File: src/design/fumg_pkg.sv
// ----------------------------------------------------------------------------
// fumg_pkg
// Types and constants of the fisheye unwrap map generator.
// ----------------------------------------------------------------------------
package fumg_pkg;

    typedef struct packed {
        logic [11:0] column;
        logic [11:0] row;
    } in_t;

    typedef struct packed {
        logic [18:0] source_u;
        logic [18:0] source_v;
        logic        u_clamped;
        logic        v_clamped;
    } out_t;

    typedef enum logic [2:0] {
        REG_FOCAL_X    = 3'd0,
        REG_FOCAL_Y    = 3'd1,
        REG_CENTER_X   = 3'd2,
        REG_CENTER_Y   = 3'd3,
        REG_DISTORTION = 3'd4,
        REG_THETA_STEP = 3'd5,
        REG_PHI_STEP   = 3'd6,
        REG_RIGHT_HALF = 3'd7
    } reg_idx_t;

    typedef struct packed {
        logic [23:0] focal_x;
        logic [23:0] focal_y;
        logic [23:0] center_x;
        logic [23:0] center_y;
        logic [63:0] distortion_coefficients;
        logic [23:0] theta_step;
        logic [23:0] phi_step;
        logic        right_half;
    } cfg_t;

    // one queued job: reduced azimuth and saturated polar angle
    typedef struct packed {
        logic signed [27:0] az;
        logic        [26:0] phi;
    } job_t;

    localparam int FIFO_DEPTH = 4;
    localparam int TABLE_LEN  = 28;

    localparam logic [26:0]        ANGLE_MAX   = 27'd134217727;
    localparam logic signed [28:0] PI_Q24      = 29'sd52707179;
    localparam logic signed [28:0] TWO_PI_Q24  = 29'sd105414357;
    localparam logic signed [27:0] HALF_PI_Q24 = 28'sd26353589;
    localparam logic signed [27:0] PI_Z        = 28'sd52707179;
    localparam logic signed [27:0] GAIN_Q24    = 28'sd10188014;
    localparam logic signed [40:0] ONE_Q24     = 41'sd16777216;
    localparam logic signed [40:0] POLY_LIM    = 41'sd4294967296;
    localparam logic signed [37:0] LIMIT_Q8    = 38'sd524032;

    localparam logic signed [27:0] ATAN_Q24 [TABLE_LEN] = '{
        28'sd13176795, 28'sd7778716, 28'sd4110060, 28'sd2086331,
        28'sd1047214,  28'sd524117,  28'sd262123,  28'sd131069,
        28'sd65536,    28'sd32768,   28'sd16384,   28'sd8192,
        28'sd4096,     28'sd2048,    28'sd1024,    28'sd512,
        28'sd256,      28'sd128,     28'sd64,      28'sd32,
        28'sd16,       28'sd8,       28'sd4,       28'sd2,
        28'sd1,        28'sd0,       28'sd0,       28'sd0
    };

endpackage

File: src/design/fumg_cordic.sv
// ----------------------------------------------------------------------------
// fumg_cordic
// Pipelined rotation CORDIC for cosine and sine of the azimuth.
// ----------------------------------------------------------------------------
module fumg_cordic #(
    parameter int STAGES = 20
) (
    input  logic               aclk,
    input  logic               aresetn,
    input  logic               adv,
    input  logic               in_valid,
    input  fumg_pkg::job_t     in_job,
    output logic               out_valid,
    output logic signed [27:0] out_x,
    output logic signed [27:0] out_y,
    output logic               out_neg,
    output logic        [26:0] out_phi
);
    import fumg_pkg::*;

    logic               v_reg   [STAGES+1];
    logic signed [27:0] x_reg   [STAGES+1];
    logic signed [27:0] y_reg   [STAGES+1];
    logic signed [27:0] z_reg   [STAGES+1];
    logic               neg_reg [STAGES+1];
    logic        [26:0] phi_reg [STAGES+1];

    always_ff @(posedge aclk) begin
        if (!aresetn) begin
            v_reg[0] <= 1'b0;
        end else if (adv) begin
            v_reg[0] <= in_valid;
        end
    end

    always_ff @(posedge aclk) begin
        if (adv) begin
            x_reg[0]   <= GAIN_Q24;
            y_reg[0]   <= '0;
            phi_reg[0] <= in_job.phi;
            if (in_job.az > HALF_PI_Q24) begin
                z_reg[0]   <= in_job.az - PI_Z;
                neg_reg[0] <= 1'b1;
            end else if (in_job.az < -HALF_PI_Q24) begin
                z_reg[0]   <= in_job.az + PI_Z;
                neg_reg[0] <= 1'b1;
            end else begin
                z_reg[0]   <= in_job.az;
                neg_reg[0] <= 1'b0;
            end
        end
    end

    for (genvar g = 0; g < STAGES; g++) begin : g_stage
        always_ff @(posedge aclk) begin
            if (!aresetn) begin
                v_reg[g+1] <= 1'b0;
            end else if (adv) begin
                v_reg[g+1] <= v_reg[g];
            end
        end

        always_ff @(posedge aclk) begin
            if (adv) begin
                neg_reg[g+1] <= neg_reg[g];
                phi_reg[g+1] <= phi_reg[g];
                if (!z_reg[g][27]) begin
                    x_reg[g+1] <= x_reg[g] - (y_reg[g] >>> g);
                    y_reg[g+1] <= y_reg[g] + (x_reg[g] >>> g);
                    z_reg[g+1] <= z_reg[g] - ATAN_Q24[g];
                end else begin
                    x_reg[g+1] <= x_reg[g] + (y_reg[g] >>> g);
                    y_reg[g+1] <= y_reg[g] - (x_reg[g] >>> g);
                    z_reg[g+1] <= z_reg[g] + ATAN_Q24[g];
                end
            end
        end
    end

    assign out_valid = v_reg[STAGES];
    assign out_x     = x_reg[STAGES];
    assign out_y     = y_reg[STAGES];
    assign out_neg   = neg_reg[STAGES];
    assign out_phi   = phi_reg[STAGES];

endmodule

File: config.mk
export PLATFORM = sky130hd
export DESIGN_NAME = fumg_cordic
export DESIGN_NICKNAME = d
export VERILOG_FILES = /design/src/design/fumg_pkg.sv /design/src/design/fumg_cordic.sv
export SDC_FILE = /design/constraint.sdc
export NUM_CORES = 2
export LEC_CHECK = 0
export BUFFER_PORTS_ARGS = -buffer_cell sky130_fd_sc_hd__buf_2
export CORE_MARGIN = 8
export CORE_UTILIZATION = 50
export CTS_BUF_LIST = sky130_fd_sc_hd__clkbuf_2
export CTS_CLUSTER_SIZE = 12
export DETAILED_ROUTE_END_ITERATION = 10
export PLACE_DENSITY = 0.68
export SYNTH_ARGS = -nofsm -noshare
export SYNTH_HDL_FRONTEND = slang
export SYNTH_SLANG_ARGS = --single-unit
File: constraint.sdc
create_clock -name aclk -period 5.65 [get_ports aclk]
set_clock_uncertainty 0.2 [all_clocks]
set_input_delay 1.13 -clock aclk [delete_from_list [all_inputs] [get_ports aclk]]
set_output_delay 1.13 -clock aclk [all_outputs]
set_load 0.05 [all_outputs]
# After elaboration in Yosys (flattened, before gate mapping)
# Memory sizes are Yosys's and may differ from the RTL's.
# Index checks and enable logic that the tools add are counted.
# word_totals
n_memories	6
in_bits	59
mem_bits_rw	2373
reg_bits	0
wordCells	435
# classes
magnitude_cmp	2
muxes	221
bitwise	85
add_sub_neg	121
# memory_table
name	depth	width	rd	rd_clocked_by_memory_dff	wr	line_no	source
x_reg	21	28	21	0	21	fumg_cordic.sv:22	logic signed [27:0] x_reg [STAGES+1];
y_reg	21	28	21	0	21	fumg_cordic.sv:23	logic signed [27:0] y_reg [STAGES+1];
z_reg	21	28	20	0	21	fumg_cordic.sv:24	logic signed [27:0] z_reg [STAGES+1];
phi_reg	21	27	21	0	21	fumg_cordic.sv:26	logic [26:0] phi_reg [STAGES+1];
neg_reg	21	1	21	0	21	fumg_cordic.sv:25	logic neg_reg [STAGES+1];
v_reg	21	1	21	0	21	fumg_cordic.sv:21	logic v_reg [STAGES+1];
# op_table
cell	count
$mux 28	62
$mux 1	159
$or 1x1->1	85
$add 28x10->28	2
$add 28x11->28	2
$add 28x12->28	2
$add 28x13->28	2
$add 28x14->28	2
$add 28x15->28	2
$add 28x16->28	2
$add 28x17->28	2
$add 28x18->28	2
$add 28x18->28 const B	2
$add 28x19->28	2
$add 28x20->28	2
$add 28x21->28	2
$add 28x22->28	2
$add 28x23->28	2
$add 28x24->28	2
$add 28x25->28	2
$add 28x26->28	2
$add 28x27->28	2
$add 28x9->28	2
$sub 28x10->28	2
61 further kinds	81

# Longest topological paths before layout
# logic_depth
ltp_word	7
mapped_depth	22
depth_no_buf	22

# Worst setup path before layout
# Ideal clock, no wire load.
# synth_path
kind	input -> register
from	in in_job[39] (netlist name)
to	mem z_reg[0][24], data pin
slack_ps	-381
arrival_ps	5561
stages	20
setup_time_ps	270
path_cell_list	or4_1 a2111oi_0 o21bai_1 a31oi_1 nor2_1 o311ai_1 and2_1 nand2_1 inv_1 ha_1 o21ai_0 a21boi_0 o41a_1 a31oi_1 o21ai_0 o21ai_0 o21ai_0 o22ai_1 xor2_1 o21ai_0
# synth_rtl
element	line_no	source
start: declaration	fumg_cordic.sv:12	input fumg_pkg::job_t in_job,
end: declaration	fumg_cordic.sv:24	

==> impl_metrics.yaml <==
placed_design:
  routabilityCongestion: 0.9007
  placed_cell_area_mm2: 0.1483
  pre_cts_slack_ns: -0.6722
  dpl.hpwl_um: 235700
  port_buffers: 143
yosys:
  yosysSeqAreaShare: 0.4524
  syn_inst: 13020
  synth_area_leaders: "edfxtp_1, ha_1, xnor2_1"
  synth_edf_count: 2119
  synthArstFlopShare: 0
  synth_fp_nets: 14560
  yosysTopAreaCellShare: 0.4523
  yosysWarnings: 0
  yosysUniqueCellTypes: 96
  yosysTopAreaCell: "edfxtp_1"
  synth.avg_cell_area_um2: 10.80
  ys_ff_latch: 2120
  synth_area_mm2: 0.1407
  ys.flop_type: "edfxtp_1"
global_routing:
  grt_pass1_wl_um: 499100
  antenna_found_initial: 11
  grt_start_max_net_pins: 193
  overflow: 0
  grt_pass1_vias: 96940
  grt_usage: 0.2007
cts:
  h-tree-depth: 6
  cts_root_buffer: "clkbuf_2"
  cts_tree: "done"
  post_cts_buffers: 0
  clk_pin_slew_ns: 0.09
  clkLatencyLatePin_ns: 2.00
  clock_path_buffers: 4
  cts_made_buffers: 558
  cts_sinks: 2120
route:
  antenna_left: 0
  wl_per_cell_um: 17.05
  vias: 100300
  avgViaCountPerCell: 5.510
  drt-pass1-iter-count: 7
  routed_wl_um: 310500
  drc_errors: 0
  drtIter0Drc: 6269
timing:
  max_slew_margin: 0.2460
  rsz0062_at_grt: "no"
  report.final.slew_viol_count: 0
  period_needed_ns: 5.455
  worstMarginPinSlew_ns: 1.119
  hold_violations: 0
  period_share: 0.9655
  setup_viol_count_final: 0
  worst_slack_ns: 0.1950
  max_freq_mhz: 183.3
worst_hold_path:
  hp-class: "reg2reg"
  worstHoldPathCells: 0
  worstHoldStart: "phi_reg[1][65]$_DFFE_PP_"
  min_delay_worst_endpoint: "phi_reg[1][92]$_DFFE_PP_"
cells_and_area:
  design_area_mm2: 0.1554
  layout.nets: 15630
  final_util: 0.5557
  largest_reg_flops: 567
  syn2layout_area_growth_pct: 10.45
  drive_above_1_share: 0.1124
  nFillCells: 24560
setup_path:
  r2r_setup_slack_ns: 0.41
  r2r-start: "y_reg[2][107]$_DFFE_PP_"
  worstReg2RegEnd: "x_reg[2][139]$_DFFE_PP_"
  cp_max_fo: 11
  cp.arrival_ns: 6.97
  worstRegToRegCells: 17
  cp-start-kind: "primary input"
  crit_type: "in2reg"
  crit_path_end_kind: "flop"
  crit_required_ns: 7.17
floorplan:
  core_area_mm2: 0.2796
  row_count: 194
  die_w_um: 546.5
  dieArea_mm2: 0.2986
  pin_count: 144
  fp.dieH_um: 546.5
  start_util: 0.5031
flow_run:
  maxCapViolCount: 0
run_status:
  outcome: "completed"
==> cell usage after synthesis, types with 65 or more instances <==
master and count:
a211oi_1 101, a21o_1 520, a21oi_1 1298, a31oi_1 98, and3_1 106, buf_4 83
clkbuf_1 168, edfxtp_1 2119, ha_1 1422, inv_1 569, nand2_1 666, nand2b_1 213
nand3_1 188, nand4_1 65, nor2_1 911, nor2b_1 193, nor3_1 285, nor4_1 73
o21a_1 188, o21ai_0 623, o21bai_1 192, o31ai_1 128, or3_1 82, xnor2_1 1203
xor2_1 574
==> worst max-delay path, cell delays in order <==
cell and delay [ns]:
dlygate4sd3_1 0.58, buf_12 0.17, dlygate4sd3_1 1.06, buf_4 0.30, and2_1 0.21, buf_12 0.16
mux2i_1 0.30, ha_1 0.28, nor2b_1 0.12, o21ai_0 0.21, a21boi_1 0.15, o41ai_1 0.43
o21ai_1 0.27, a211oi_1 0.42, o31ai_1 0.22, a221oi_1 0.40, buf_4 0.18, o21bai_1 0.06
a21oi_1 0.17, xnor2_1 0.07
==> worst max path at each step <==
stage,start,end,slack [ns]
3_5_place_dp,in_job[38],z_reg[0][26]$_DFFE_PP_,-0.67
2_1_floorplan,in_job[39],z_reg[0][27]$_DFFE_PP_,0.0009
6_report,adv,y_reg[1][165]$_DFFE_PP_,0.19
5_1_grt,in_job[30],z_reg[0][26]$_DFFE_PP_,0.04
4_1_cts,adv,z_reg[0][26]$_DFFE_PP_,0.17
3_3_place_gp,in_job[38],z_reg[0][24]$_DFFE_PP_,-0.68
==> cell families after synthesis <==
group / count (synthesis) / synth area share
mux: 108 / 0.008111
fa+ha+maj: 1478 / 0.1344
simple gates: 3027 / 0.1040
flops: 2120 / 0.4524
xor+xnor: 1777 / 0.1106
compound gates: 3658 / 0.1653
buf+inv: 856 / 0.02508
==> stage by stage <==
step | hold WS, ns | std cells | setup TNS, ns
final | 0.1257 | 18210 | 0
after floorplan | 0.2003 | 13020 | 0
after global placement | 0.2001 | 17060 | -6.687
after global routing | 0.1111 | 18210 | 0
after detailed placement | 0.2045 | 17060 | -6.660
after CTS | 0.08436 | 18200 | 0
==> area by class of cell <==
class | instances | area [um2] | share of cell area
clock inverter | 191 | 1330 | 0.008559
clock buffer | 754 | 3774 | 0.02428
timing repair buffer | 791 | 6243 | 0.04018
multi-input combinational | 10050 | 73560 | 0.4734
inverter | 574 | 2158 | 0.01389
tap | 3724 | 4659 | 0.02998
sequential | 2120 | 63650 | 0.4096
antenna | 7 | 17.52 | 0.0001127
==> cell usage in the layout, fill, tap and decap left out, types with 128 or more instances in the layout <==
master and count:
o21ai_0 619, o21a_1 188, nor2b_1 193, o21bai_1 192, buf_2 142, nor3_1 285
edfxtp_1 2119, nand3_1 188, clkbuf_2 754, dlygate4sd3_1 197, o31ai_1 128, a21oi_1 1298
nand2b_1 213, xnor2_1 1203, nor2_1 910, a21o_1 520, xor2_1 574, ha_1 1422
inv_1 567, buf_4 438, nand2_1 664
==> per-layer routing <==
metal,up-vias,track usage,wire length [um]
li1,50900,-,-
met1,46710,0.2636,140900
met2,2144,0.3403,145000
met3,568,0.03312,15530
met4,12,0.06226,8992
met5,-,0,85
==> what timing repair did <==
item	CTS	global route
gates resized for setup	0	9
hold endpoints to repair	1155	0
hold buffers	198	0
endpoints found under the setup margin	0	16
Power is not shown: default switching activity piles up to over one toggle a cycle in this logic, so the estimate is an artifact.
