<file path="config.mk">
export PLATFORM = sky130hd
export DESIGN_NAME = fumg_front
export DESIGN_NICKNAME = d
export VERILOG_FILES = /design/src/design/fumg_pkg.sv /design/src/design/fumg_front.sv
export SDC_FILE = /design/constraint.sdc
export NUM_CORES = 1
export LEC_CHECK = 0
export BUFFER_PORTS_ARGS = -buffer_cell sky130_fd_sc_hd__buf_4
export CELL_PAD_IN_SITES_DETAIL_PLACEMENT = 1
export CELL_PAD_IN_SITES_GLOBAL_PLACEMENT = 1
export CORE_UTILIZATION = 50
export DETAILED_ROUTE_END_ITERATION = 7
export MAX_ROUTING_LAYER = met4
export PLACE_DENSITY_LB_ADDON = 0.2
export SYNTH_ARGS = -nofsm -noshare
export SYNTH_HDL_FRONTEND = slang
export SYNTH_SLANG_ARGS = --single-unit
</file>
<file path="constraint.sdc">
create_clock -name aclk -period 17.9 [get_ports aclk]
set_input_delay 0.895 -clock aclk [delete_from_list [all_inputs] [get_ports aclk]]
set_output_delay 0.895 -clock aclk [all_outputs]
set_load 0.01 [all_outputs]
</file>
<file path="src/design/fumg_pkg.sv">
// ----------------------------------------------------------------------------
// fumg_pkg
// Types and constants of the fisheye unwrap map generator.
// ----------------------------------------------------------------------------
package fumg_pkg;

    typedef struct packed {
        logic [11:0] column;
        logic [11:0] row;
    } in_t;

    typedef struct packed {
        logic [18:0] source_u;
        logic [18:0] source_v;
        logic        u_clamped;
        logic        v_clamped;
    } out_t;

    typedef enum logic [2:0] {
        REG_FOCAL_X    = 3'd0,
        REG_FOCAL_Y    = 3'd1,
        REG_CENTER_X   = 3'd2,
        REG_CENTER_Y   = 3'd3,
        REG_DISTORTION = 3'd4,
        REG_THETA_STEP = 3'd5,
        REG_PHI_STEP   = 3'd6,
        REG_RIGHT_HALF = 3'd7
    } reg_idx_t;

    typedef struct packed {
        logic [23:0] focal_x;
        logic [23:0] focal_y;
        logic [23:0] center_x;
        logic [23:0] center_y;
        logic [63:0] distortion_coefficients;
        logic [23:0] theta_step;
        logic [23:0] phi_step;
        logic        right_half;
    } cfg_t;

    // one queued job: reduced azimuth and saturated polar angle
    typedef struct packed {
        logic signed [27:0] az;
        logic        [26:0] phi;
    } job_t;

    localparam int FIFO_DEPTH = 4;
    localparam int TABLE_LEN  = 28;

    localparam logic [26:0]        ANGLE_MAX   = 27'd134217727;
    localparam logic signed [28:0] PI_Q24      = 29'sd52707179;
    localparam logic signed [28:0] TWO_PI_Q24  = 29'sd105414357;
    localparam logic signed [27:0] HALF_PI_Q24 = 28'sd26353589;
    localparam logic signed [27:0] PI_Z        = 28'sd52707179;
    localparam logic signed [27:0] GAIN_Q24    = 28'sd10188014;
    localparam logic signed [40:0] ONE_Q24     = 41'sd16777216;
    localparam logic signed [40:0] POLY_LIM    = 41'sd4294967296;
    localparam logic signed [37:0] LIMIT_Q8    = 38'sd524032;

    localparam logic signed [27:0] ATAN_Q24 [TABLE_LEN] = '{
        28'sd13176795, 28'sd7778716, 28'sd4110060, 28'sd2086331,
        28'sd1047214,  28'sd524117,  28'sd262123,  28'sd131069,
        28'sd65536,    28'sd32768,   28'sd16384,   28'sd8192,
        28'sd4096,     28'sd2048,    28'sd1024,    28'sd512,
        28'sd256,      28'sd128,     28'sd64,      28'sd32,
        28'sd16,       28'sd8,       28'sd4,       28'sd2,
        28'sd1,        28'sd0,       28'sd0,       28'sd0
    };

endpackage

</file>
<file path="src/design/fumg_front.sv">
// ----------------------------------------------------------------------------
// fumg_front
// Accepts map coordinates, forms azimuth and polar angle, queues the job.
// ----------------------------------------------------------------------------
module fumg_front #(
    parameter int MAX_COLUMNS = 4096,
    parameter int MAX_ROWS    = 4096
) (
    input  logic          aclk,
    input  logic          aresetn,
    input  logic          s_valid,
    output logic          s_ready,
    input  fumg_pkg::in_t s_data,
    input  fumg_pkg::cfg_t cfg,
    input  logic          q_full,
    output logic          q_push,
    output fumg_pkg::job_t q_job
);
    import fumg_pkg::*;

    logic        vld_reg;
    logic [35:0] az_prod_reg, phi_prod_reg;
    logic [11:0] col_c, row_c;
    logic [26:0] az_sat, phi_sat;
    logic signed [28:0] az_a, az_b;

    assign col_c = (s_data.column > 12'(MAX_COLUMNS - 1)) ? 12'(MAX_COLUMNS - 1) : s_data.column;
    assign row_c = (s_data.row > 12'(MAX_ROWS - 1)) ? 12'(MAX_ROWS - 1) : s_data.row;

    assign q_push  = vld_reg && !q_full;
    assign s_ready = !vld_reg || !q_full;

    always_ff @(posedge aclk) begin
        if (!aresetn) begin
            vld_reg <= 1'b0;
        end else if (s_valid && s_ready) begin
            vld_reg <= 1'b1;
        end else if (q_push) begin
            vld_reg <= 1'b0;
        end
    end

    always_ff @(posedge aclk) begin
        if (s_valid && s_ready) begin
            az_prod_reg  <= col_c * cfg.theta_step;
            phi_prod_reg <= row_c * cfg.phi_step;
        end
    end

    always_comb begin
        az_sat  = (az_prod_reg > 36'(ANGLE_MAX)) ? ANGLE_MAX : az_prod_reg[26:0];
        phi_sat = (phi_prod_reg > 36'(ANGLE_MAX)) ? ANGLE_MAX : phi_prod_reg[26:0];
        az_a    = $signed({2'b00, az_sat}) - (cfg.right_half ? PI_Q24 : 29'sd0);
        az_b    = (az_a > PI_Q24) ? az_a - TWO_PI_Q24 : az_a;
        q_job.az  = az_b[27:0];
        q_job.phi = phi_sat;
    end

endmodule

</file>
# Yosys cells after proc, flatten, opt, wreduce, memory -nomap -nowiden

Cells that the tools add are included.

$add $sub $neg: 2
Multipliers: 2
Divide/modulo/power cells: 0
Magnitude comparators: 5
Equal/unequal tests: 0
Shift operators: 0
Multiplexer cells: 8
Bitwise gates (word level): 0
Reductions and logical operators: 6

Operator list:

| cell                   | count |
|---|---|
| $gt 36x27->1 const B   | 2 |
| $mul 12x24->36         | 2 |
| $mux 27                | 2 |
| $gt 28x27->1 const B   | 1 |
| $mux 28                | 1 |
| $sub 27x26->28         | 1 |
| $sub 28x28->28 const B | 1 |
| $mux 26                | 1 |
| $gt 12x12->1 const B   | 2 |
| $mux 12                | 2 |
| $logic_and 1x1->1      | 2 |
| $logic_not 1->1        | 2 |
| $mux 1                 | 2 |
| $reduce_bool 2->1      | 1 |
| $logic_or 1x1->1       | 1 |

Bits in registers: 73
Bits in latches: 0
RAM bits: 0
ROM bits: 0
Input bits: 237
Logic and storage cells: 26
Memories: 0

# Logic depth before layout (Yosys ltp)

Gate-level depths: netlist of the first run.

Word-level depth: 5
Depth in mapped cells: 25
Gate-level depth less buffers: 24

# Worst setup path before layout of the first run

Ideal clock, no wire load.

Path kind: input to register
Start point: input port s_data[5] (netlist name)
End point: register phi_prod_reg[34], data pin
Data arrival time: 6.870 ns
Path slack: 10.772 ns
Stages on the path: 22
Buffers on the path: 1
Cell sequence: clkbuf_1 nand2_1 fa_1 inv_1 fa_1 inv_1 fa_1 fa_1 inv_1 fa_1 ha_1 or3_1 o21bai_1 a41o_1 or3_1 a221o_1 a2111oi_0 o21bai_1 a21o_1 a41o_1 a21oi_1 xnor2_1

Cells in the longest elaborated chain, start to end: 3

Ends and longest elaborated chain:

| item                 | line             | text |
|---|---|---|
| from (decl)          | fumg_front.sv:13 | `input fumg_pkg::in_t s_data,` |
| $gt 12x12->1         | fumg_front.sv:28 | `assign row_c = (s_data.row > 12'(MAX_ROWS - 1)) ? 12'(MAX_ROWS - 1) : s_data.row;` |
| $mux 12 (*)          | fumg_front.sv:28 |  |
| $mul 12x24->36 (*)   | fumg_front.sv:46 | `phi_prod_reg <= row_c * cfg.phi_step;` |
| to (signal assigned) | fumg_front.sv:46 |  |
| to (decl)            | fumg_front.sv:22 | `logic [35:0] az_prod_reg, phi_prod_reg;` |

Every way passes the cells marked *; elsewhere a longest branch is shown, timed or not.
A chain may end at the register's enable or synchronous reset.

==> key figures, run 1 <==
Global route
  • First-pass GRT wire length: ~99000 um
  • Total GRT Usage: 0.2920
  • Vias in the first global route: roughly 20k
  • Initial antenna violation count: 0
  • Largest net degree at the start of global routing: 73
  • GRT Residual Overflow: 0

Setup path
  • Crit. End Element: output port
  • Startpoint types: register
  • Worst Path Arrival: just over 7 ns
  • WS Path Type: register to output port
  • CP required: around 17 ns
  • Critical path peak fanout: 26

Yosys
  • Top_reg_cell synth: edfxtp_1
  • Syn nets: between 3k and 4k
  • Most instantiated library cell after synthesis: nand2_1
  • Syn. warnings: 0
  • Mapped Area: roughly 22000 sq um
  • Yosys reg bits: 73
  • Sequential fraction of the synthesis area: 0.09883
  • Synth async-reset ratio: 0
  • Avg Inst Size Synth: 8.839 sq um
  • Synth area leader: fa_1
  • Cells after synthesis: around 2.5k
  • Synth cell count leaders: nand2_1, inv_1, fa_1, ha_1, and2_1
  • Share of the synthesized area in the top cell type: 0.3998
  • EDFF count, synth: 72
  • Top post-synthesis cells by area: fa_1, edfxtp_1, ha_1, nand2_1, inv_1
  • Post-synth cell types: 80

Layout
  • N_diodes: 0
  • Layout area overhead: 7.174%
  • Post-Route Utilization: 0.5457
  • Fillers: around 5k
  • Final Cell Area: about 24000 sq um
  • Nets: 3372
  • FF+latch area: 2182 sq um
  • Multi-input gate area: 17650 sq um
  • Layout cell share with drive strength beyond 1: 0.08208

Die
  • # rows: 76
  • Die H: 212.1 um
  • Die width: around 210 um
  • Initial core utilization: 0.5092
  • Die area: approximately 45000 sq um
  • Core area: about 43000 sq um
  • # IOs: ~300

Route
  • DR iter-0 viols: roughly 900
  • Routed via count: 17.24k
  • Routed Antenna Nets: 0
  • WL/cell: between 15 and 20 um
  • TritonRoute pass-1 iters: 4
  • Vias per inst: approximately 5.5
  • # DRC: 0
  • Final wirelength: between 60000 and 70000 um

Power
  • Total power: 4.176 mW
  • Leakage: 11.61 nW
  • Max VDD drop: between 0.1 and 0.15 mV
  • PD cells: about 180 nW/um^2

Clock network
  • Clock-pin slew on the worst setup and hold paths: about 0.06 ns
  • Num Clock Sinks: 73
  • Post-CTS sizing: 0
  • # Post-CTS Setup Buffers: 0
  • Worst skew pair latency: roughly 0.37 ns
  • H-tree depth: 3
  • Clock root cell: clkbuf_16
  • CTS tree: done
  • Bufs on Longest Clock Path: 2
  • Hold Buf Count CTS: 0
  • CTS buffer count: 9

Flow run
  • Max Cap Viol: 0

STA
  • Endpoints failing setup: 0
  • Slew Limit Fails: 0
  • Worst-Margin Slew: 0.9724 ns
  • Min Clock Period, post-route: 8.078 ns
  • Relative slew slack: 0.3517
  • RSZ-0062 raised after global routing: false
  • Final Hold Viols: 0
  • Max Clk Rate: around 0.12 GHz
  • Setup TNS: 0 ns
  • Clock Skew: 0.01083 ns
  • Final period util: 0.4513

Placement
  • I/O Buffers: around 130
  • RePlAce Congestion: about 0.88
  • DP HPWL: 48410 um
  • Post-placement cell area: roughly 23000 sq um

Worst hold path
  • HP Class: register to register

Outcome
  • Status: completed
critical path, stage by stage (launching register included):
cell,delay [ns]
edfxtp_1,0.36
or4_4,0.65
or3_1,0.70
nor2_1,0.27
ha_1,0.22
fa_1,0.23
nand2b_1,0.10
a2111oi_0,0.66
o21ai_1,0.40
a31oi_1,0.29
xnor2_1,0.27
nand4_1,0.39
nor4_2,0.29
nand4b_1,0.12
nor3b_2,0.21
or3_1,0.78
o41a_1,0.56
xnor2_1,0.16
buf_4,0.15
cells in the final DEF, fill, tap and decap left out, types with 3 or more instances in the layout:
master and instances:
nor2b_1 12, xnor2_1 74, nand4_1 6, or4_1 6, or2_2 33, and3_1 10, nand2b_1 29, fa_1 441
o31a_1 3, o21a_1 24, a31oi_1 13, ha_1 165, nor3_2 3, o31ai_1 5, clkbuf_16 9, nand2_1 498
a21oi_1 59, and2_1 122, o21bai_1 8, nand3b_1 3, buf_4 136, a211oi_1 4, o2111ai_1 6, nor3_1 20
a211o_1 5, inv_1 473, o21ai_0 39, mux2i_1 4, o22ai_1 3, xor2_1 29, a21o_1 26, nor2_1 80
a2111oi_0 4, or3_1 10, nor4_1 9, and4_1 3, o211ai_1 3, edfxtp_1 72, nand3_1 23
where the power goes:
| group | total, mW | switching (mW) | internal [mW] |
|---|---|---|---|
| clock | 0.191 | 0.0821 | 0.109 |
| combinational | 3.49 | 2.02 | 1.46 |
| sequential | 0.499 | 0.0437 | 0.455 |
| total | 4.18 | 2.15 | 2.03 |
through the flow:
stage / std cells / setup slack [ns] / hold WS (ns)
3_3_place_gp: 3103 / 10.10 / 0.5096
2_1_floorplan: 2498 / 10.77 / 0.4865
6_report: 3119 / 9.822 / 0.5384
3_5_place_dp: 3103 / 9.979 / 0.5387
4_1_cts: 3119 / 9.820 / 0.5480
5_1_grt: 3119 / 9.263 / 0.5783
cell families after synthesis:
logic type      after synthesis  share of synthesized area
compound gates              240                    0.07576
xor+xnor                    103                    0.04086
fa+ha+maj                   606                     0.4933
buf+inv                     589                     0.1019
flops                        73                    0.09883
mux                           4                   0.001813
simple gates                883                     0.1875
layer usage:
metal	track usage	routed length, um	up-vias
li1	-	-	7740
met5	-	0	-
met2	0.5016	30870	388
met4	0.07996	1459	0
met3	0.03634	2368	98
met1	0.3627	25690	9018
area by class of cell:
cell class | instances | share of cell area
timing repair buffer | 136 | 0.04315
inverter | 473 | 0.07503
sequential | 73 | 0.09221
multi-input combinational | 1836 | 0.7459
clock buffer | 9 | 0.009517
clock inverter | 7 | 0.003278
tap | 585 | 0.03093
final timing paths:
check | cells after the start | from | slack (ns) | end
worst max-delay path | 18 | az_prod_reg[30]$_DFFE_PP_ | 9.82 | q_job[43]
worst min-delay path | 2 | vld_reg$_SDFFE_PN0P_ | 0.54 | vld_reg$_SDFFE_PN0P_
worst min register to register | 2 | vld_reg$_SDFFE_PN0P_ | 0.54 | vld_reg$_SDFFE_PN0P_
worst max register to register | 2 | vld_reg$_SDFFE_PN0P_ | 16.28 | phi_prod_reg[31]$_DFFE_PP_
Power figures use the tool's default switching activity.
==> run 2: changes to the inputs <==
CORE_UTILIZATION = 42   (was 50)
clock period = 7.2 ns   (was 17.9 ns; I/O delays follow)
==> key figures, run 2 (synthesized netlist as in run 1, its figures left out) <==
Outcome
  • Status: completed

STA
  • Endpoints failing setup: 0
  • Clock Skew: 0.01135 ns
  • Setup TNS: 0 ns
  • RSZ-0062 raised after global routing: false
  • Relative slew slack: 0.2651
  • Hold slack: 0.2014 ns
  • Final period util: 0.9485
  • Worst-Margin Slew: approximately 1.1 ns
  • Min Clock Period, post-route: 6.829 ns
  • Slew Limit Fails: 0
  • Max Clk Rate: 0.1464 GHz
  • Final Hold Viols: 0

Clock network
  • Num Clock Sinks: 73
  • H-tree depth: 3
  • Worst skew pair latency: ~0.38 ns
  • Hold Buf Count CTS: 0
  • CTS tree: done
  • Clock-pin slew on the worst setup and hold paths: roughly 0.060 ns
  • CTS buffer count: 9
  • Bufs on Longest Clock Path: 2
  • # Post-CTS Setup Buffers: 0
  • Post-CTS sizing: 0
  • Clock root cell: clkbuf_16

Power
  • PD cells: 444.5 nW/um^2
  • Reg power frac: 0.117
  • Sw Share: 0.5028
  • Int Power: ~5.3 mW
  • Comb power frac: 0.837
  • Max VDD drop: around 0.32 mV
  • Net Sw Power: roughly 5.4 mW
  • Clock power share: 0.046
  • Leakage: ~12 nW

Route
  • Vias per inst: around 5.3
  • Routed via count: 17.11k
  • TritonRoute pass-1 iters: 5
  • # DRC: 0
  • DR iter-0 viols: approximately 700
  • WL/cell: 18.61 um
  • Routed Antenna Nets: 0
  • Final wirelength: ~60000 um

Setup path
  • Worst r2r path cells: 3
  • WS Path Type: register to output port
  • Critical path cell sequence: or4_4 > nor3_4 > nand2b_1 > ha_1 > a21o_1 > a211oi_1 > nand3b_1 > a2111oi_2 > mux2i_2 > nand3_1 > nor3_1 > nand4b_1 > nor3b_2 > or3_4 > o41a_1 > xnor2_1 > buf_4
  • RR Endpoint: phi_prod_reg[32]$_DFFE_PP_
  • CP required: 6.84 ns
  • Crit. End Element: output port
  • Max incr delay on CP: 0.64 ns
  • Worst path buffer plus inverter count: 1
  • Delay-heaviest family, CP: simple AND/OR/NAND/NOR gates
  • Worst Path Arrival: around 6.5 ns
  • R2r setup slk: 5.43 ns
  • Startpoint types: register
  • CP max stage cell: or4_4
  • Critical path peak fanout: 16
  • FF-to-FF Start: vld_reg$_SDFFE_PN0P_

Layout
  • Commonest non-fill, non-tap cell in the layout: nand2_1
  • Nets: around 3.4k
  • Fillers: about 6k
  • Layout cell share with drive strength beyond 1: 0.09183
  • Commonest cells after routing, fill and taps aside: nand2_1, inv_1, fa_1
  • Layout area overhead: 8.608%
  • N_diodes: 0

Die
  • Die width: roughly 230 um
  • Initial core utilization: 0.4278
  • Die area: between 50000 and 60000 sq um
  • Core area: slightly above 50000 sq um
  • Die H: ~230 um
  • # rows: 83
  • # IOs: roughly 290

Global route
  • GRT Residual Overflow: 0
  • Total GRT Usage: 0.2455
  • Vias in the first global route: between 15k and 20k
  • Largest net degree at the start of global routing: 72
  • First-pass GRT wire length: around 100000 um
  • Initial antenna violation count: 0

Worst hold path
  • Hold depth: 2
  • HP Class: primary input to register
  • Min-delay src: aresetn
  • Hold endpoint: vld_reg$_SDFFE_PN0P_

Placement
  • RePlAce Congestion: about 0.9
  • DP HPWL: between 40000 and 50000 um
  • I/O Buffers: 133

Flow run
  • Max Cap Viol: 0
[run 2: metal layers]
layer  part of all wire  GRT usage  up-vias
met3              0.029    0.01969       48
li1                   -          -     7787
met5                  0          -        -
met2               0.50     0.4111      259
met1               0.46     0.3240     9019
met4              0.017    0.05588        0
[run 2: worst max path at each step]
stage               cells past startpoint  slack, ns                          to                 startpoint
global placement                       23       0.18  phi_prod_reg[34]$_DFFE_PP_                     cfg[6]
detailed placement                     25       0.14  phi_prod_reg[35]$_DFFE_PP_                  s_data[4]
floorplan                              22       0.61  phi_prod_reg[34]$_DFFE_PP_                  s_data[5]
finish                                 17       0.37                   q_job[43]  az_prod_reg[30]$_DFFE_PP_
CTS                                    18       0.03                   q_job[43]  az_prod_reg[30]$_DFFE_PP_
global route                           17      0.005                   q_job[43]  az_prod_reg[30]$_DFFE_PP_
[run 2: cell type report]
cell class              count  area (sq um)  share of cell area
clock buffers               9         225.2            0.009392
multi-input cells        1836         17660              0.7365
clock inverters             7         76.32            0.003183
repair buffers            161          1209             0.05040
flip-flops and latches     73          2182             0.09099
inverters                 473          1775             0.07404
well taps                 680         850.8             0.03548
[run 2: per-stage QoR]
stage	utilization	instances	power, mW	cell area, sq um	setup WS (ns)
6_report	0.4646	3239	10.66	23980	0.3709
3_3_place_gp	0.4586	3223	9.825	23670	0.1777
2_1_floorplan	-	2498	7.569	22080	0.6073
3_5_place_dp	0.4586	3223	10.17	23670	0.1399
4_1_cts	0.4644	3239	10.76	23970	0.02938
5_1_grt	0.4646	3239	11.87	23980	0.004636
[run 2: power by group through the flow]
| stage | combinational (mW) | sequential, mW | clock, mW |
|---|---|---|---|
| finish | 8.92 | 1.25 | 0.490 |
| global route | 10.1 | 1.27 | 0.519 |
| CTS | 9.00 | 1.25 | 0.509 |
| detailed placement | 8.91 | 1.26 | 0 |
| global placement | 8.58 | 1.25 | 0 |
| floorplan | 6.39 | 1.18 | 0 |
