[src/design/fumg_pkg.sv]
// ----------------------------------------------------------------------------
// fumg_pkg
// Types and constants of the fisheye unwrap map generator.
// ----------------------------------------------------------------------------
package fumg_pkg;

    typedef struct packed {
        logic [11:0] column;
        logic [11:0] row;
    } in_t;

    typedef struct packed {
        logic [18:0] source_u;
        logic [18:0] source_v;
        logic        u_clamped;
        logic        v_clamped;
    } out_t;

    typedef enum logic [2:0] {
        REG_FOCAL_X    = 3'd0,
        REG_FOCAL_Y    = 3'd1,
        REG_CENTER_X   = 3'd2,
        REG_CENTER_Y   = 3'd3,
        REG_DISTORTION = 3'd4,
        REG_THETA_STEP = 3'd5,
        REG_PHI_STEP   = 3'd6,
        REG_RIGHT_HALF = 3'd7
    } reg_idx_t;

    typedef struct packed {
        logic [23:0] focal_x;
        logic [23:0] focal_y;
        logic [23:0] center_x;
        logic [23:0] center_y;
        logic [63:0] distortion_coefficients;
        logic [23:0] theta_step;
        logic [23:0] phi_step;
        logic        right_half;
    } cfg_t;

    // one queued job: reduced azimuth and saturated polar angle
    typedef struct packed {
        logic signed [27:0] az;
        logic        [26:0] phi;
    } job_t;

    localparam int FIFO_DEPTH = 4;
    localparam int TABLE_LEN  = 28;

    localparam logic [26:0]        ANGLE_MAX   = 27'd134217727;
    localparam logic signed [28:0] PI_Q24      = 29'sd52707179;
    localparam logic signed [28:0] TWO_PI_Q24  = 29'sd105414357;
    localparam logic signed [27:0] HALF_PI_Q24 = 28'sd26353589;
    localparam logic signed [27:0] PI_Z        = 28'sd52707179;
    localparam logic signed [27:0] GAIN_Q24    = 28'sd10188014;
    localparam logic signed [40:0] ONE_Q24     = 41'sd16777216;
    localparam logic signed [40:0] POLY_LIM    = 41'sd4294967296;
    localparam logic signed [37:0] LIMIT_Q8    = 38'sd524032;

    localparam logic signed [27:0] ATAN_Q24 [TABLE_LEN] = '{
        28'sd13176795, 28'sd7778716, 28'sd4110060, 28'sd2086331,
        28'sd1047214,  28'sd524117,  28'sd262123,  28'sd131069,
        28'sd65536,    28'sd32768,   28'sd16384,   28'sd8192,
        28'sd4096,     28'sd2048,    28'sd1024,    28'sd512,
        28'sd256,      28'sd128,     28'sd64,      28'sd32,
        28'sd16,       28'sd8,       28'sd4,       28'sd2,
        28'sd1,        28'sd0,       28'sd0,       28'sd0
    };

endpackage

[src/design/fumg_fifo.sv]
// ----------------------------------------------------------------------------
// fumg_fifo
// Short job queue between the front and the compute pipeline.
// ----------------------------------------------------------------------------
module fumg_fifo (
    input  logic           aclk,
    input  logic           aresetn,
    input  logic           push,
    input  fumg_pkg::job_t push_job,
    output logic           full,
    input  logic           pop,
    output logic           empty,
    output fumg_pkg::job_t head
);
    import fumg_pkg::*;

    localparam int PW = $clog2(FIFO_DEPTH);

    job_t            mem [FIFO_DEPTH];
    logic [PW-1:0]   wr_reg, rd_reg;
    logic [PW:0]     cnt_reg;

    assign full  = (cnt_reg == (PW+1)'(FIFO_DEPTH));
    assign empty = (cnt_reg == '0);
    assign head  = mem[rd_reg];

    always_ff @(posedge aclk) begin
        if (!aresetn) begin
            wr_reg  <= '0;
            rd_reg  <= '0;
            cnt_reg <= '0;
        end else begin
            if (push) wr_reg <= wr_reg + 1'b1;
            if (pop)  rd_reg <= rd_reg + 1'b1;
            if (push && !pop) cnt_reg <= cnt_reg + 1'b1;
            else if (pop && !push) cnt_reg <= cnt_reg - 1'b1;
        end
    end

    always_ff @(posedge aclk) begin
        if (push) begin
            mem[wr_reg] <= push_job;
        end
    end

endmodule

[config.mk]
export PLATFORM = sky130hd
export DESIGN_NAME = fumg_fifo
export DESIGN_NICKNAME = d
export VERILOG_FILES = /design/src/design/fumg_pkg.sv /design/src/design/fumg_fifo.sv
export SDC_FILE = /design/constraint.sdc
export NUM_CORES = 1
export LEC_CHECK = 0
export BUFFER_PORTS_ARGS = -buffer_cell sky130_fd_sc_hd__buf_2
export CAP_MARGIN = 10
export CELL_PAD_IN_SITES_DETAIL_PLACEMENT = 0
export CELL_PAD_IN_SITES_GLOBAL_PLACEMENT = 1
export CORE_MARGIN = 2
export CORE_UTILIZATION = 40
export CTS_BUF_LIST = sky130_fd_sc_hd__clkbuf_4 sky130_fd_sc_hd__clkbuf_8
export CTS_CLUSTER_SIZE = 20
export DETAILED_ROUTE_END_ITERATION = 10
export GPL_TIMING_DRIVEN = 0
export PLACE_DENSITY_LB_ADDON = 0.1
export SLEW_MARGIN = 20
export SYNTH_ARGS = -nofsm -noshare
export SYNTH_HDL_FRONTEND = slang
export SYNTH_SLANG_ARGS = --single-unit
[constraint.sdc]
create_clock -name aclk -period 3.8 [get_ports aclk]
set_clock_uncertainty 0.1 [all_clocks]
set_input_delay 0.76 -clock aclk [delete_from_list [all_inputs] [get_ports aclk]]
set_output_delay 0.76 -clock aclk [all_outputs]
set_load 0.02 [all_outputs]
### After elaboration in Yosys (flattened, before gate mapping)

Memory sizes are Yosys's and may differ from the RTL's. A register that Yosys moved wholly into a read port is not among the register bits.
Index checks and enable logic that the tools add are counted.

* register bits after elaboration: 7
* memory bits (writable): 220
* input bits: 59
* output and inout bits: 57
* logic and storage cells: 21
* memories kept: 1

Memory list
* mem: words 4, bits a word 55, read ports 1, clocked after memory_dff 1, write ports 1, RTL line fumg_fifo.sv:19 `job_t mem [FIFO_DEPTH];`

* $add $sub $neg: 4
* eq/ne operators: 1
* muxes and demuxes: 6
* reductions and logical operators: 6

Operators by type and width (number)
* $mux 3: 2
* $add 2x1->2 const B: 2
* $mux 2: 2
* $add 3x1->3 const B: 1
* $eq 3x3->1 const B: 1
* $logic_not 3->1: 1
* $sub 3x1->3 const B: 1
* $logic_and 1x1->1: 2
* $logic_not 1->1: 2
* $mux 1: 2
* $reduce_bool 2->1: 1

### Longest topological paths before layout

Gate-level depths: netlist of the first run.

* depth after elaboration: 4
* gate-level depth with buffers: 7
* gate-level depth less buffers: 7

### Worst setup path after synthesis of the first run

No wires, ideal clock.

* path kind: input to register
* start: input port push
* end: memory mem[0][0] in the netlist's numbering (enable)
* library setup time: 418 ps
* data arrival time: 2066 ps
* data required time: 3282 ps
* path slack: 1216 ps
* stages on the path: 1
* buffers on the path: 0
* path through: and2_1

* longest elaborated chain between the ends: 2

RTL lines
* start: declaration: RTL line fumg_fifo.sv:8 `input logic push,`
* $mux 1: RTL line fumg_fifo.sv:41 `if (push) begin`
* $mux 1 (implied by the code): RTL line fumg_fifo.sv:42 `mem[wr_reg] <= push_job;`
* end: declaration: RTL line fumg_fifo.sv:19

No other way between the ends.

==> flow_metrics.tcl, run 1 <==
set metrics [dict create \
    synthCells 330 \
    overflow 0 \
    yosysMostFrequentCell "edfxtp_1" \
    worstMarginPinSlew_ps 464 \
    fin_crit_ps 2850 \
    seq_power_share 0.522 \
    cpPeakStageDelay_ps 390 \
    whs_ps 356 \
    synth_ff_type "edfxtp_1" \
    num_rows 53 \
    startpoint_type "register" \
    clkTransAtPathRegs_ps 60 \
    slew_violations 0 \
    synth.cell_area_sq_mm 0.00845 \
    drv_cap 0 \
    rsz0062_at_grt "no" \
    cts.sinks 229 \
    power.internal_w 0.00431 \
    path_common_cell "buf_2" \
    avgRoutedWirePerCell_microns 19.2 \
    vias 3821 \
    antenna_found_initial 2 \
    track_usage 0.140 \
    largest_reg_flops 220 \
    hold_viol 0 \
    path_class "reg2out" \
    synth_top_area_frac 0.782 \
    initial_core_util 0.405 \
    fin_setup_tns_ps 0 \
    hold_buffers 0 \
    arrival_ps 1990 \
    synth_area_leaders "edfxtp_1, mux4_2, dfxtp_1, mux4_1, buf_12" \
    final_nets 554 \
    pre_cts_ws_ps 1410 \
    port_buffers 115 \
    postCtsSetupRepairBufs 0 \
    crit_buf_inv 3 \
    syn-num-nets 395 \
    yosysTopAreaCell "edfxtp_1" \
    seq_area_frac_synth 0.803 \
    synth_common_cells "edfxtp_1, mux4_2, and2_1, dfxtp_1" \
    totalWireLength_microns 15100 \
    period_share 0.750 \
    die-area_sq_mm 0.0223 \
    drive_gt1_frac 0.467 \
    dpl.hpwl_microns 8750 \
    crit_family "buffers and inverters" \
    ys_ff_latch 229 \
    async_flop_share 0 \
    core-area_sq_mm 0.0209 \
    cts_tree "done" \
    peakVddDrop_uv 359 \
    switching_share 0.231 \
    first_pass_iters 4 \
    htreeDepth 2 \
    synth_cell_type_count 22 \
    ios 116 \
    cts_inserted_buffers 38 \
    p_clk_frac 0.364 \
    root_buffer "clkbuf_8" \
    hp-class "in2reg" \
    via_per_inst 4.83 \
    synth_area_per_cell_sq_um 25.6 \
    synth-edff-count 220 \
    p_sw_w 0.00129 \
    gp_congestion 0.653 \
    end_kind "primary output" \
    die_w_microns 149 \
    p_leak_nw 3.51 \
    crit_slowest_cell "mux4_2" \
    crit_chain "clkbuf_2 -> buf_2 -> mux4_2 -> buf_2" \
    drc 0 \
    yosys_warnings 0 \
    syn_to_final_growth_pct 20.6 \
    status "finished, final reports clean" \
    grt_pass1_wl_microns 23100 \
    grt_max_degree 34 \
    final_util 0.488 \
    pwr-share-comb 0.113 \
    relSlewSlack 0.691 \
    detail-route-antenna-nets 0 \
    clock_latency_ps 510 \
    fmax_mhz 351 \
    cts_buffer_depth 3 \
    path_max_fanout 10 \
    setup_viol 0 \
    n_antenna_cell 0 \
    grt_pass1_vias 4195 \
    cts_resized 0 \
    drtIter0Drc 149 \
    die_h_microns 149 \
    setup_slack_ps 948 \
    critPathRequiredTime_ps 2940 \
    power_density_mw_per_mm2 550 \
]
==> placed cells by master, fill, tap and decap left out, types with 4 or more instances in the layout <==
master,count
clkinv_1,11
buf_12,8
clkinv_2,6
buf_2,120
and2_4,4
inv_1,4
and2_1,5
dfxtp_1,9
ha_1,5
mux4_2,50
clkbuf_4,8
mux4_1,5
clkbuf_8,41
edfxtp_1,220
==> power groups by stage <==
stage / logic, W / registers, W / clock network (W)
final: 0.000635 / 0.00293 / 0.00204
after global routing: 0.000692 / 0.00294 / 0.00222
after CTS: 0.000656 / 0.00293 / 0.00212
after detailed placement: 0.000654 / 0.00298 / 0
after global placement: 0.000632 / 0.00299 / 0
after floorplan: 0.000419 / 0.00298 / 0
==> worst paths after layout <==
kind | start | depth (start not counted) | slack (ps) | endpoint
worst max register to register | wr_reg[0] | 4 | 2040 | mem[2][6]
worst min-delay path | push_job[35] | 1 | 360 | mem[1][35]
worst min register to register | cnt_reg[2] | 2 | 410 | cnt_reg[2]
worst max-delay path | register | 4 | 950 | head[1]
==> worst reg2reg max path: cells and delay by family, from the launching register on <==
kind / cells / cell delay (ps)
and+or+nand+nor: 1 / 440
adders and majority gates: 1 / 160
DFF: 1 / 350
buffers and inverters: 2 / 370
==> layout make-up <==
type,instances,area (sq um)
multi-input combinational,85,1520
sequential,229,6790
fill,1796,10700
tap,275,344
buffer,12,141
timing repair buffer,119,663
clock buffer,49,624
clock inverter,18,101
inverter,4,15.0
==> stage by stage <==
stage	cell area (sq um)	power, W	instances
5_1_grt	10200	0.00585	791
3_5_place_dp	9470	0.00364	724
4_1_cts	10200	0.00571	791
3_3_place_gp	9370	0.00362	720
2_1_floorplan	8450	0.00340	330
6_report	10200	0.00561	791
==> cells by family (layout without fill, tap and decap cells) <==
kind of cell             after synthesis  count (layout)  synth area share
flip-flops                           229             229             0.803
multiplexers                          57              57             0.151
buffers and inverters                 16             202            0.0185
AND/OR/NAND/NOR                       15              15            0.0108
adder cells (fa/ha/maj)                6               6           0.00977
XOR/XNOR                               5               5           0.00518
AO/OA/AOI/OAI                          2               2           0.00148
==> per-layer routing <==
metal / share of wire / vias to the layer above / track usage
met3: 0.057 / 28 / 0.0413
li1: - / 1730 / -
met4: 0.019 / 4 / 0.0529
met1: 0.42 / 1950 / 0.179
met5: 0.0020 / - / 0
met2: 0.50 / 109 / 0.227
No activity file was read; power rests on OpenSTA's default activity.
==> run 2, diff against run 1 <==
- clock period: 3.8 -> 2.5 ns (I/O delays scaled with it)
==> flow_metrics.tcl, run 2 (synthesized netlist as in run 1, its figures left out) <==
set metrics [dict create \
    ios 116 \
    antenna_found_initial 2 \
    fin_total_pwr_w 0.00880 \
    min_from "push_job[41]" \
    place_area_sq_mm 0.00947 \
    busiest_layer "met2" \
    cpPeakStageDelay_ps 490 \
    final_nets 562 \
    first_pass_iters 4 \
    layout_commonest_cell "edfxtp_1" \
    die_w_microns 149 \
    fmax_mhz 399 \
    rsz0062_at_grt "yes" \
    mostFrequentLayoutCells "edfxtp_1, buf_2, buf_6" \
    critPathRequiredTime_ps 1900 \
    crit_slowest_cell "mux4_2" \
    r2r-start "wr_reg[0]" \
    setup_slack_ps -5.42 \
    slew_violations 0 \
    htreeDepth 2 \
    grt_max_degree 34 \
    power_density_mw_per_mm2 818 \
    grt_pass1_vias 4219 \
    root_buffer "clkbuf_8" \
    crit_buf_inv 3 \
    crit_family "buffers and inverters" \
    n_antenna_cell 0 \
    cts_tree "done" \
    gp_congestion 0.653 \
    end_kind "primary output" \
    largest_reg_flops 220 \
    stdcell_area_sq_mm 0.0108 \
    dpl.hpwl_microns 8750 \
    relSlewSlack 0.695 \
    fin_crit_ps 2510 \
    detail-route-antenna-nets 0 \
    gr-usage-met3 0.0401 \
    totalWireLength_microns 15700 \
    die_h_microns 149 \
    hp-class "in2reg" \
    die-area_sq_mm 0.0223 \
    peakVddDrop_uv 555 \
    drc 0 \
    drtIter0Drc 152 \
    reg2reg_slack_ps 740 \
    clkTransAtPathRegs_ps 60 \
    drive_gt1_frac 0.479 \
    violations "setup timing" \
    cts.sinks 229 \
    final_util 0.515 \
    path_max_fanout 5 \
    port_buffers 115 \
    hold_viol 0 \
    cts_inserted_buffers 38 \
    vias 3882 \
    pre_cts_ws_ps 374 \
    clock_latency_ps 510 \
    path_class "reg2out" \
    drv_cap 0 \
    use_met1 0.184 \
    cts_buffer_depth 3 \
    status "complete, but fails checks" \
    worstMarginPinSlew_ps 457 \
    arrival_ps 1910 \
    crit_chain "bufbuf_16 -> buf_4 -> mux4_2 -> buf_6" \
    initial_core_util 0.405 \
    via_per_inst 4.86 \
    syn_to_final_growth_pct 27.2 \
    period_share 1.00 \
    overflow 0 \
    whs_ps 94.3 \
    setup_viol 1 \
    grt_pass1_wl_microns 23300 \
    avgRoutedWirePerCell_microns 19.7 \
    core-area_sq_mm 0.0209 \
    nFillCells 1733 \
    groute.layer.met2.usage 0.227 \
    p_leak_nw 3.71 \
    startpoint_type "register" \
    num_rows 53 \
    track_usage 0.141 \
]
## run 2: changes by cell type in the layout (fill, tap and decap cells not counted), sizes merged
| cell | delta |
|---|---|
| buf | +1 |
| clkbuf | +6 |
| bufbuf | +1 |
## run 2: worst paths after layout
path	end	depth (start not counted)
max reg2reg	mem[2][6]	4
min	mem[2][41]	1
max	head[52]	4
min reg2reg	cnt_reg[2]	2
## run 2: layout make-up
| cell class | instances | area [sq um] | share of cell area |
|---|---|---|---|
| clock inverter | 18 | 101 | 0.00943 |
| inverter | 4 | 15.0 | 0.00140 |
| timing repair buffer | 127 | 1200 | 0.111 |
| multi-input combinational | 85 | 1510 | 0.141 |
| sequential | 229 | 6790 | 0.632 |
| clock buffer | 49 | 624 | 0.0581 |
| buffer | 12 | 165 | 0.0154 |
| tap | 275 | 344 | 0.0320 |
## run 2: where the power goes
group          switching, W  total [W]  internal [W]
Clock               0.00138    0.00311       0.00173
Sequential        0.0000483    0.00445       0.00441
Combinational      0.000597    0.00124      0.000638
## run 2: metrics by stage
stage | cells | TNS (ps)
after floorplan | 330 | 0
after global placement | 720 | -267470
after detailed placement | 724 | 0
after CTS | 793 | -1250
after global routing | 799 | -1490
final | 799 | -5.42
## run 2: metal layers
metal	share of wire	wire, microns	up-vias
li1	-	-	1747
met1	0.43	6710	1993
met2	0.50	7850	111
met3	0.054	851	27
met4	0.018	276	4
met5	0.0015	24	-
## run 2: what timing repair did
action,CTS,global route
resized for setup,18,108
pin swaps,0,0
endpoints found under the setup margin,50,55
hold buffers,0,0
gates cloned,1,6
buffers inserted,1,0
==> run 3, diff against run 2 <==
- ABC_AREA: default -> 1
==> flow_metrics.tcl, run 3 <==
set metrics [dict create \
    status "finished, final reports clean" \
    seq_power_share 0.511 \
    arrival_ps 1850 \
    grt_max_degree 36 \
    clock_latency_ps 510 \
    hp-class "in2reg" \
    syn_to_final_growth_pct 24.9 \
    yosys_warnings 0 \
    avgRoutedWirePerCell_microns 19.5 \
    detail-route-antenna-nets 0 \
    async_flop_share 0 \
    synth_common_cells "edfxtp_1, nor2_1, o21ai_0" \
    mostFrequentLayoutCells "edfxtp_1, nor2_1, buf_2" \
    worstMarginPinSlew_ps 478 \
    relSlewSlack 0.682 \
    peakVddDrop_uv 478 \
    fin_crit_ps 2450 \
    synth.cell_area_sq_mm 0.00859 \
    rsz0062_at_grt "yes" \
    initial_core_util 0.408 \
    antenna_found_initial 3 \
    power_density_mw_per_mm2 807 \
    switching_share 0.240 \
    synthCells 590 \
    synth_area_per_cell_sq_um 14.6 \
    power.internal_w 0.00658 \
    grt_pass1_vias 5626 \
    cts_buffer_depth 3 \
    synth-edff-count 220 \
    whs_ps 96.6 \
    p_sw_w 0.00208 \
    drive_gt1_frac 0.310 \
    core-area_sq_mm 0.0211 \
    setup_viol 0 \
    overflow 0 \
    layout_commonest_cell "edfxtp_1" \
    die-area_sq_mm 0.0227 \
    final_nets 817 \
    fin_setup_tns_ps 0 \
    synth_top_area_frac 0.769 \
    grt_pass1_wl_microns 30300 \
    clkTransAtPathRegs_ps 60 \
    cts_tree "done" \
    hold_viol 0 \
    slew_violations 0 \
    vias 5386 \
    startpoint_type "register" \
    drc 0 \
    drtIter0Drc 231 \
    via_per_inst 5.10 \
    synth_area_leaders "edfxtp_1, nor2_1, o21ai_0, o22ai_1, o21ai_1" \
    setup_slack_ps 53.9 \
    path_class "reg2out" \
    cts_inserted_buffers 38 \
    path_max_fanout 10 \
    pre_cts_ws_ps 208 \
    seq_area_frac_synth 0.790 \
    num_rows 53 \
    drv_cap 0 \
    stdcell_area_sq_mm 0.0107 \
    gp_congestion 0.724 \
    cts.sinks 229 \
    syn-num-nets 655 \
    p_leak_nw 3.88 \
    ios 116 \
    port_buffers 115 \
    pwr-share-comb 0.122 \
    ys_ff_latch 229 \
    critPathRequiredTime_ps 1900 \
    die_w_microns 151 \
    totalWireLength_microns 20600 \
    htreeDepth 2 \
    track_usage 0.180 \
    fin_total_pwr_w 0.00867 \
    first_pass_iters 6 \
    period_share 0.978 \
    dpl.hpwl_microns 11900 \
    yosysTopAreaCell "edfxtp_1" \
    end_kind "primary output" \
    p_clk_frac 0.367 \
    die_h_microns 151 \
    synth_cell_type_count 19 \
    place_area_sq_mm 0.00962 \
    fmax_mhz 409 \
    largest_reg_flops 220 \
    root_buffer "clkbuf_8" \
    synth_ff_type "edfxtp_1" \
    yosysMostFrequentCell "edfxtp_1" \
    postCtsSetupRepairBufs 0 \
]
## run 3: cell count changes in the layout (fill, tap and decap cells not counted), moves of 23 or more
cell / previous run / this run
buf_2: 60 / 86
buf_6: 55 / 9
o21ai_1: 0 / 43
o21ai_0: 1 / 71
buf_4: 6 / 29
o22ai_1: 0 / 45
mux4_2: 51 / 0
nor2_1: 0 / 113
## run 3: layer usage
metal  track usage  share of wire  vias to the layer above
li1              -              -                     2549
met1         0.215           0.41                     2651
met2         0.316           0.50                      154
met3        0.0530          0.068                       32
met4        0.0533          0.015                        0
met5             0              0                        -
## run 3: cell type report
cell class	count	area, sq um
well taps	275	344
inverters	17	80.1
clock buffers	61	721
fillers	1840	10400
repair inverters	1	5.00
diodes	2	5.00
repair buffers	121	813
clock inverters	7	28.8
plain buffers	35	357
flip-flops and latches	229	6790
multi-input cells	309	1590
## run 3: per-stage QoR
step / std cells / utilization
after global routing: 1056 / 0.509
after CTS: 1052 / 0.498
after detailed placement: 984 / 0.456
after floorplan: 590 / -
after global placement: 980 / 0.451
final: 1057 / 0.509
## run 3: final timing paths
kind / to / slack [ps] / startpoint / cells past startpoint
max: head[53] / 50 / register / 7
min: mem[3][13] / 100 / push_job[13] / 1
max reg2reg: mem[0][16] / 730 / wr_reg[0] / 5
min reg2reg: register / 330 / rd_reg[1] / 1
## run 3: power groups by stage
stage	sequential, W	combinational (W)	clock (W)
after floorplan	0.00450	0.000546	0
final	0.00443	0.00106	0.00318
after global placement	0.00451	0.000914	0
after global routing	0.00444	0.00114	0.00345
after detailed placement	0.00450	0.000955	0
after CTS	0.00443	0.00100	0.00327
## run 3: cell families (layout without fill, tap and decap cells)
| logic type | Yosys count | after routing | share of synthesized area |
|---|---|---|---|
| other cells | 0 | 2 | 0 |
| flops | 229 | 229 | 0.790 |
| buf+inv | 52 | 242 | 0.0342 |
| compound gates | 175 | 175 | 0.110 |
| simple gates | 128 | 128 | 0.0566 |
| fa+ha+maj | 6 | 6 | 0.00961 |
## run 3: what timing repair did
item / CTS / global route
hold buffers: 0 / 0
cloned: 0 / 3
gates resized for setup: 53 / 57
pin swaps: 1 / 14
endpoints found under the setup margin: 55 / 53
## run 3: critical path, stage by stage, from the launching register on
cell	delay (ps)
dfxtp_4	370
buf_8	140
inv_4	80
clkbuf_16	170
buf_8	150
nor2_1	50
o22ai_1	200
buf_4	180
